$ cat src/design/mlp_pkg.sv
`timescale 1ns / 1ps
package mlp_pkg;

  typedef longint unsigned u64_t;

  localparam int DATA_W        = 16;
  localparam int X_W           = DATA_W + 1;
  localparam int NUM_STAGES    = 8;
  localparam int CFG_W         = 64;
  localparam int CFG_IDX_W     = 3;
  localparam int FRAC_BITS_DEF = 8;
  localparam int SIG_DEPTH_DEF = 256;

  localparam logic [CFG_IDX_W-1:0] REG_L1_WEIGHTS = 3'd0;
  localparam logic [CFG_IDX_W-1:0] REG_L1_BIAS    = 3'd1;
  localparam logic [CFG_IDX_W-1:0] REG_L2_WEIGHTS = 3'd2;
  localparam logic [CFG_IDX_W-1:0] REG_L2_BIAS    = 3'd3;
  localparam logic [CFG_IDX_W-1:0] REG_OUT_TERMS  = 3'd4;

  typedef struct packed {
    logic prod;
    logic sum;
    logic act;
  } stage_en_t;

  // restoring long division, only evaluated while the table is elaborated
  function automatic u64_t udiv_u64(input u64_t n, input u64_t d);
    logic [63:0] q;
    logic [63:0] r;
    logic [63:0] nb;
    q  = '0;
    r  = '0;
    nb = n;
    for (int i = 63; i >= 0; i--) begin
      r = {r[62:0], nb[i]};
      if (r >= d) begin
        r    = r - d;
        q[i] = 1'b1;
      end
    end
    return q;
  endfunction

  // table entry k: 2^frac / (1 + exp(zk)) at the bin center, exp from a
  // series for exp(-|z|/16) and four squarings, all in Q.32
  function automatic logic [DATA_W-1:0] act_entry(input int k, input int depth,
                                                  input int frac);
    u64_t one;
    u64_t s;
    u64_t term;
    u64_t e;
    u64_t mag;
    u64_t den;
    u64_t num;
    u64_t y;
    u64_t top;
    longint sum;
    longint zq;
    one  = u64_t'(1) << 32;
    zq   = longint'(udiv_u64(u64_t'(2 * k + 1) << 35, u64_t'(depth)))
           - (longint'(1) << 35);
    mag  = (zq < 0) ? u64_t'(-zq) : u64_t'(zq);
    s    = mag >> 4;
    term = one;
    sum  = longint'(one);
    for (int i = 1; i <= 14; i++) begin
      term = udiv_u64((term * s) >> 32, u64_t'(i));
      if ((i & 1) != 0) begin
        sum = sum - longint'(term);
      end else begin
        sum = sum + longint'(term);
      end
    end
    if (sum < 0) begin
      sum = 0;
    end
    e = u64_t'(sum);
    if (e > one) begin
      e = one;
    end
    for (int r = 0; r < 4; r++) begin
      if (e < one) begin
        e = (e * e) >> 32;
      end
    end
    den = one + e;
    num = (zq >= 0) ? (e << frac) : (one << frac);
    y   = udiv_u64(num + (den >> 1), den);
    top = (u64_t'(1) << frac) - 1;
    if (y > top) begin
      y = top;
    end
    return y[DATA_W-1:0];
  endfunction

endpackage

$ cat src/design/mlp_act.sv
`timescale 1ns / 1ps
module mlp_act #(
  parameter int FRAC_BITS = mlp_pkg::FRAC_BITS_DEF,
  parameter int DEPTH     = mlp_pkg::SIG_DEPTH_DEF
) (
  input  logic                            clk,
  input  logic                            en,
  input  logic signed [mlp_pkg::DATA_W-1:0] z,
  output logic        [FRAC_BITS-1:0]      a_r
);
  import mlp_pkg::*;

  localparam int IDX_W  = $clog2(DEPTH);
  localparam int OFF_W  = DATA_W + 2;
  localparam int PROD_W = OFF_W - 1 + IDX_W + 1;

  logic        [FRAC_BITS-1:0] tbl [DEPTH];
  logic signed [OFF_W-1:0]     off;
  logic        [PROD_W-1:0]    prod;
  logic        [PROD_W-1:0]    bin;
  logic        [IDX_W-1:0]     idx;
  logic        [FRAC_BITS-1:0] a_nxt;

  for (genvar k = 0; k < DEPTH; k++) begin : g_tbl
    localparam logic [DATA_W-1:0] ENTRY = act_entry(k, DEPTH, FRAC_BITS);
    assign tbl[k] = ENTRY[FRAC_BITS-1:0];
  end

  // bin index over z in [-8, 8)
  always_comb begin
    off  = OFF_W'(z) + OFF_W'(8 << FRAC_BITS);
    prod = PROD_W'(off[OFF_W-2:0]) * PROD_W'(DEPTH);
    bin  = prod >> (FRAC_BITS + 4);
    if (off < 0) begin
      idx = '0;
    end else if (bin > PROD_W'(DEPTH - 1)) begin
      idx = IDX_W'(DEPTH - 1);
    end else begin
      idx = bin[IDX_W-1:0];
    end
    a_nxt = tbl[idx];
  end

  always_ff @(posedge clk) begin
    if (en) begin
      a_r <= a_nxt;
    end
  end
endmodule

$ cat src/design/mlp_neuron.sv
`timescale 1ns / 1ps
module mlp_neuron #(
  parameter int FRAC_BITS = mlp_pkg::FRAC_BITS_DEF,
  parameter int DEPTH     = mlp_pkg::SIG_DEPTH_DEF,
  parameter bit ACT       = 1'b1
) (
  input  logic                              clk,
  input  mlp_pkg::stage_en_t                en,
  input  logic signed [mlp_pkg::X_W-1:0]    x0,
  input  logic signed [mlp_pkg::X_W-1:0]    x1,
  input  logic signed [mlp_pkg::DATA_W-1:0] w0,
  input  logic signed [mlp_pkg::DATA_W-1:0] w1,
  input  logic signed [mlp_pkg::DATA_W-1:0] bias,
  output logic signed [mlp_pkg::DATA_W-1:0] y
);
  import mlp_pkg::*;

  localparam int PROD_W = X_W + DATA_W;
  localparam int SUM_W  = PROD_W + 1;
  localparam int Z_W    = SUM_W + 1;
  localparam logic signed [Z_W-1:0] SAT_HI = Z_W'(2 ** (DATA_W - 1) - 1);
  localparam logic signed [Z_W-1:0] SAT_LO = -Z_W'(2 ** (DATA_W - 1));

  logic signed [PROD_W-1:0] p0_r, p1_r;
  logic signed [SUM_W-1:0]  acc;
  logic signed [Z_W-1:0]    zw;
  logic signed [DATA_W-1:0] z_nxt, z_r;

  always_ff @(posedge clk) begin
    if (en.prod) begin
      p0_r <= PROD_W'(x0) * PROD_W'(w0);
      p1_r <= PROD_W'(x1) * PROD_W'(w1);
    end
  end

  // arithmetic shift floors toward minus infinity
  always_comb begin
    acc = (SUM_W'(p0_r) + SUM_W'(p1_r)) >>> FRAC_BITS;
    zw  = Z_W'(acc) - Z_W'(bias);
    if (zw > SAT_HI) begin
      z_nxt = SAT_HI[DATA_W-1:0];
    end else if (zw < SAT_LO) begin
      z_nxt = SAT_LO[DATA_W-1:0];
    end else begin
      z_nxt = zw[DATA_W-1:0];
    end
  end

  always_ff @(posedge clk) begin
    if (en.sum) begin
      z_r <= z_nxt;
    end
  end

  if (ACT) begin : g_act
    logic [FRAC_BITS-1:0] a;
    mlp_act #(.FRAC_BITS(FRAC_BITS), .DEPTH(DEPTH)) u_act (
      .clk (clk),
      .en  (en.act),
      .z   (z_r),
      .a_r (a)
    );
    assign y = DATA_W'(a);
  end else begin : g_lin
    assign y = z_r;
  end
endmodule

$ cat config.mk
export PLATFORM = sky130hd
export DESIGN_NAME = mlp_neuron
export DESIGN_NICKNAME = d
export VERILOG_FILES = /design/src/design/mlp_pkg.sv /design/src/design/mlp_act.sv /design/src/design/mlp_neuron.sv
export SDC_FILE = /design/constraint.sdc
export NUM_CORES = 2
export LEC_CHECK = 0
export BUFFER_PORTS_ARGS = -buffer_cell sky130_fd_sc_hd__buf_2
export CORE_UTILIZATION = 45
export DETAILED_ROUTE_END_ITERATION = 7
export HOLD_SLACK_MARGIN = 0.08
export PLACE_DENSITY = 0.7
export SYNTH_ARGS = -nofsm -noshare
export SYNTH_HDL_FRONTEND = slang
export SYNTH_SLANG_ARGS = --single-unit
export TNS_END_PERCENT = 20
$ cat constraint.sdc
create_clock -name clk -period 19.7 [get_ports clk]
set_input_delay 2.955 -clock clk [delete_from_list [all_inputs] [get_ports clk]]
set_output_delay 2.955 -clock clk [all_outputs]
set_load 0.01 [all_outputs]
## Yosys cells after proc, flatten, opt, wreduce, memory -nomap -nowiden

Memories as Yosys holds them, arrays and structs flattened. A register that Yosys moved wholly into a read port is not among the register bits.
Index checks and enable logic that the tools add are counted.

- Memories kept: 1
- Bits in read-only memories: 2048
- Latch bits: 0
- Bits of input ports: 86
- Register bits after elaboration: 82
- RAM bits: 0

- $add $sub $neg: 3
- Order comparisons: 4
- Reductions and logical operators: 0
- $mul: 2
- Eq/ne operators: 0
- Shift operators: 0
- Multiplexer cells: 3
- Divide/modulo/power cells: 0
- Bitwise operators: 1

Memory list:

| name | depth | width | read ports | clocked after Yosys merged registers in | write ports | line | RTL |
|---|---|---|---|---|---|---|---|
| (no name shown) | 256 | 8 | 1 | 1 | 0 | mlp_act.sv:41 | `a_nxt = tbl[idx];` |

Operator list:

| operator | count |
|---|---|
| 17-bit by 16-bit multiplier with 33-bit output | 2 |
| 33-bit by 33-bit adder with 34-bit output | 1 |
| 27-bit by 16-bit > comparator with 1-bit output (second input constant) | 1 |
| 27-bit by 16-bit less-than comparator with 1-bit output (second input constant) | 1 |
| 26-bit by 16-bit subtractor with 27-bit output | 1 |
| 16-bit by 13-bit adder with 17-bit output (second input constant) | 1 |
| 17-bit by 1-bit less-than comparator with 1-bit output (second input constant) | 1 |
| 16-bit 2-to-1 mux | 1 |
| 8-bit 2-to-1 mux | 2 |
| 13-bit by 8-bit > comparator with 1-bit output (second input constant) | 1 |
| 8-bit NOT with 9-bit output | 1 |

## Depth between registers and ports, before layout

- Depth in word-level cells: 5
- Mapped depth: 26
- Mapped depth without buffers: 25

## By module

Synthesis repeated with hierarchy kept, for this count alone.

- Cell total of the unflattened synthesis: 3030
- Area total of the unflattened synthesis: 27766.6 um^2

Modules (own cells, without submodules):

| module | cells each | area each (um^2) | instances |
|---|---|---|---|
| mlp_neuron | 2743 | 25839.8 | 1 |
| mlp_act | 287 | 1926.8 | 1 |

## Worst setup path before layout

OpenSTA, ideal clock, no wires.

- Path kind: in2reg
- From: in w1[7] in the netlist's numbering
- To: reg p1_r[31], data pin
- Stages on the path: 23
- Slack: 10.586 ns
- Data required time: 19.442 ns
- Path buffers: 2
- Setup time: 0.258 ns
- Data arrival time: 8.856 ns
- Cells stage by stage: clkbuf_1 -> clkbuf_1 -> nand2_1 -> fa_1 -> inv_1 -> fa_1 -> fa_1 -> fa_1 -> fa_1 -> inv_1 -> fa_1 -> inv_1 -> ha_1 -> a21o_1 -> a21o_1 -> a21o_1 -> a21o_1 -> a311o_1 -> a2111oi_0 -> nor3_1 -> a211o_1 -> a21oi_1 -> xnor2_1

- Word-level cells in the longest chain between the ends: 1

RTL lines:

| item | line | RTL |
|---|---|---|
| from (decl) | mlp_neuron.sv:12 | `input logic signed [mlp_pkg::DATA_W-1:0] w1,` |
| 17-bit by 16-bit multiplier with 33-bit output | mlp_neuron.sv:32 | `p1_r <= PROD_W'(x1) * PROD_W'(w1);` |
| to (signal assigned) | mlp_neuron.sv:32 |  |
| to (decl) | mlp_neuron.sv:24 | `logic signed [PROD_W-1:0] p0_r, p1_r;` |

No other way between the ends.
A chain may end at the register's enable or synchronous reset.

## Worst setup path in the final report

- From: in w1[1] in the netlist's numbering
- To: reg p1_r[31], data pin

Same word-level chain as after synthesis.

==> impl_results.rst <==
.. list-table::
   :header-rows: 1

   * - Metric
     - Value
   * - Data arrival, critical path
     - 9.36 ns
   * - Category of the worst setup path launch point
     - input port
   * - Synthesized netlist cell count
     - 2988
   * - Clock root buffer master
     - clkbuf_16
   * - Iteration-0 DRC count of the detailed router
     - 1241
   * - Count of nets after finishing
     - 3885
   * - Maximum count of clock buffers along a single path
     - 2
   * - Total placed instance area
     - between 20000 and 30000 µm²
   * - Number of inserted filler cells in the final layout
     - 5720
   * - Most Frequent Cell on Critical Path
     - fa_1
   * - Sequence of cells on the critical path
     - buf_2 > nand2_1 > inv_1 > fa_1 > inv_1 > fa_1 > inv_1 > fa_1 > fa_1 > fa_1 > inv_1 > fa_1 > inv_1 > ha_1 > a21o_1 > a21o_1 > a21o_1 > a21o_1 > a311o_1 > a2111oi_0 > nor3_1 > a211o_1 > a21oi_1 > xnor2_1
   * - Critical R2R Capture
     - z_r[9]
   * - Core outline area
     - roughly 60000 µm²
   * - Max-slew headroom at the worst pin
     - 23.7%
   * - Number of routed nets with antenna violations
     - 0
   * - Overall via count from detail_route
     - 20100
   * - Share of post-route cells with drive strength above 1
     - 5.25%
   * - Worst reg-to-reg setup slack
     - 13.88 ns
   * - Top achievable clock speed
     - 0.108 GHz
   * - Std-Cell Rows
     - 90
   * - Number of cells on the worst reg-to-reg path
     - 22
   * - Warnings, synthesis
     - 0
   * - H-tree depth
     - 3
   * - Sequential-to-total area share from yosys stat
     - 9.44%
   * - Crit path kind
     - input port to register
   * - Number of violations of the max-capacitance limit
     - 0
   * - Number of vias per cell
     - ~5.3
   * - Ys async rst share
     - 0%
   * - Final Hold Violating Endpoints
     - 0
   * - CP max FO
     - 17
   * - Number of iterations in the first detailed-routing pass
     - 5
   * - Total routing resource utilization after global routing
     - about a fifth
   * - Final HPWL DP
     - around 50000 µm
   * - Utilization after layout
     - between 40% and 50%
   * - Mean routed wirelength per cell
     - 16.2 µm
   * - Outcome
     - finished, final reports clean
   * - Mean instance size in the synthesized netlist
     - approximately 9 µm²
   * - Routed wire length
     - 61400 µm
   * - GPL Wtd Cong
     - 0.927
   * - Post-detailed-route DRC marker count
     - 0
   * - Final-report setup violation count
     - 0
   * - Area occupied by registers
     - around 2600 µm²
   * - Insertion delay to the later sink of the worst-skew pair
     - 0.37 ns
   * - Unrepaired setup endpoints after global routing
     - false
   * - Ranking of synthesized cells by area
     - fa_1, ha_1, edfxtp_1
   * - Startpoint of the worst-slack reg-to-reg timing path
     - p1_r[10]
   * - CTS tree
     - done
   * - Post-CTS resize count
     - 0
   * - Via count of the first global-routing pass
     - between 20000 and 25000
   * - Top flip-flop cell by instance count after synthesis
     - edfxtp_1
   * - Hold_sp
     - z_r[10]
   * - Post-synth EDFFs
     - 86
   * - Post-Layout Inst Area
     - 28800 µm²
   * - Largest net degree at the start of global routing
     - 67
   * - Cell family with most CP delay
     - adder cells
   * - Reg clk slew, reported paths
     - 0.06 ns
   * - Post-CTS Hold Buffers
     - 0
   * - Fin. max-slew vios
     - 0
   * - Number of antenna violations at the first check in global routing
     - 0
   * - Die Area
     - 61800 µm²
   * - Area added between synthesis and finish
     - 5.12%
   * - Buffers on Ports
     - 93
   * - Final setup skew
     - 0.00609 ns
   * - Clock Sink Count
     - 86
   * - Maximum cell stage delay along the critical path
     - ~0.67 ns
   * - Antenna Diode Count
     - 0
   * - Synthesis-stage register bit count
     - 86
   * - First-pass GRT wire length
     - 104000 µm
   * - Cell depth of the worst min-delay path
     - 3
   * - Count of distinct cell types in the synthesized netlist
     - a little under 80
   * - Worst min-delay path class
     - register to register
   * - Required time at the endpoint of the critical path
     - 19.82 ns
   * - Worst hold endpoint
     - g_act.u_act.a_r[0]
   * - Post-CTS Setup Repair Bufs
     - 0
   * - Total congestion overflow
     - 0
   * - Fraction of post-synthesis cell area in the top cell type by area
     - 40.5%
   * - Number of buffer and inverter instances along the worst setup path
     - 6
   * - Worst hold slack after final layout
     - 0.976 ns
   * - Die extent in y
     - 249 µm
   * - Kind of end point of the critical path
     - register
   * - Post-route minimum period
     - 9.24 ns
   * - Area of the mapped netlist
     - 27400 µm²
   * - Cell at the slowest stage of the critical path
     - fa_1
   * - Area of the multi-input gates
     - 21900 µm²
   * - Worst Tran Pin Value
     - 1.14 ns
   * - Initial cell density of the core
     - between 40% and 50%
   * - Accumulated negative setup slack
     - 0 ns
   * - Yosys top cell by area
     - fa_1
   * - I/O pin count
     - 102
   * - Die X-Extent
     - ~250 µm
   * - Part of the cycle the worst path needs
     - 46.9%
   * - CTS buffer count
     - 9
[state kept, by name (all words and copies together), names as in the netlist]
signal	count
p1_r	33
p0_r	33
g_act.u_act.a_r	8
z_r	12
[routing by layer]
layer | wire length [µm] | track usage, % | vias to the layer above | part of all wire, %
li1 | - | - | 9266 | -
met1 | 25500 | 27.0 | 10100 | 42
met2 | 30900 | 36.5 | 586 | 50
met3 | 3130 | 2.53 | 129 | 5.1
met4 | 1770 | 6.00 | 0 | 2.9
met5 | 0 | 0 | - | 0
[cells in the final DEF (no fill, tap or decap), types with 6 or more instances in the layout]
master     synthesis  layout
o21ai_0           75      74
buf_2              2      93
buf_4              8       7
edfxtp_1          86      86
o21a_1            15      15
xnor2_1           84      84
nand2b_1          30      30
conb_1             1       8
nor2b_1           19      19
a221oi_1           9       9
clkbuf_16          0       9
o21bai_1          13      13
o31ai_1            6       6
o21ai_2           11      11
nand4_1           11      11
inv_1            664     664
nor2_1           104     104
o211ai_1          15      15
o2111ai_1          6       6
a21o_1            50      50
fa_1             554     554
nor3_1            19      19
a31oi_1           12      12
xor2_1            30      30
a211o_1            7       7
and2_1           236     236
nand3_1           30      30
nand2_1          344     344
a21oi_1          115     115
ha_1             240     240
a211oi_1          14      14
[area by class of cell]
class | instances | share of cell area [%]
Timing Repair Buffer | 100 | 1.80
Multi-Input combinational cell | 2144 | 76.0
Sequential cell | 86 | 8.98
Inverter | 664 | 8.67
Clock buffer | 9 | 0.783
Clock inverter | 7 | 0.339
Tap cell | 782 | 3.40
[how the worst max path moves through the flow]
stage	start	to	slack [ns]	cells after the start
2_1_floorplan	w1[7]	p1_r[31]	10.59	23
3_3_place_gp	w1[1]	p1_r[31]	10.22	24
3_5_place_dp	w1[1]	p1_r[31]	10.07	24
4_1_cts	w1[1]	p1_r[31]	10.47	24
5_1_grt	w1[1]	p1_r[31]	10.11	24
6_report	w1[1]	p1_r[31]	10.46	24
[cells by family (layout without fill, tap and decap cells)]
kind of cell             after synthesis  in the layout  share of synthesized area, %
AND/OR/NAND/NOR                      826            826                          14.7
adder cells (fa/ha/maj)              794            794                          51.5
AO/OA/AOI/OAI                        396            396                          9.70
XOR/XNOR                             114            114                          3.65
multiplexers                           6              6                         0.229
flip-flops                            86             86                          9.44
other                                  1              8                        0.0137
buffers and inverters                765            780                          10.7
[Yosys cell counts, drive strengths merged (53+ instances only)]
| master | n |
|---|---|
| and2 | 237 |
| xnor2 | 84 |
| inv | 664 |
| o21ai | 87 |
| clkbuf | 87 |
| a21oi | 115 |
| nor2 | 106 |
| fa | 554 |
| a21o | 53 |
| nand2 | 345 |
| edfxtp | 86 |
| ha | 240 |
[worst min-delay path, stage by stage, from the launching register on]
cell and delay (ns):
edfxtp_1 0.45, inv_1 0.10, a21oi_1 0.11, a31oi_1 0.18
[metrics by stage]
stage,cells,worst slack [ns]
after floorplan,2995,10.59
after global placement,3776,10.22
after detailed placement,3776,10.07
after CTS,3792,10.47
after global routing,3792,10.11
final,3792,10.46
Power is left out: the tool's default activity adds up to more than one toggle a clock period on the data nets, which glitch-free logic cannot reach.
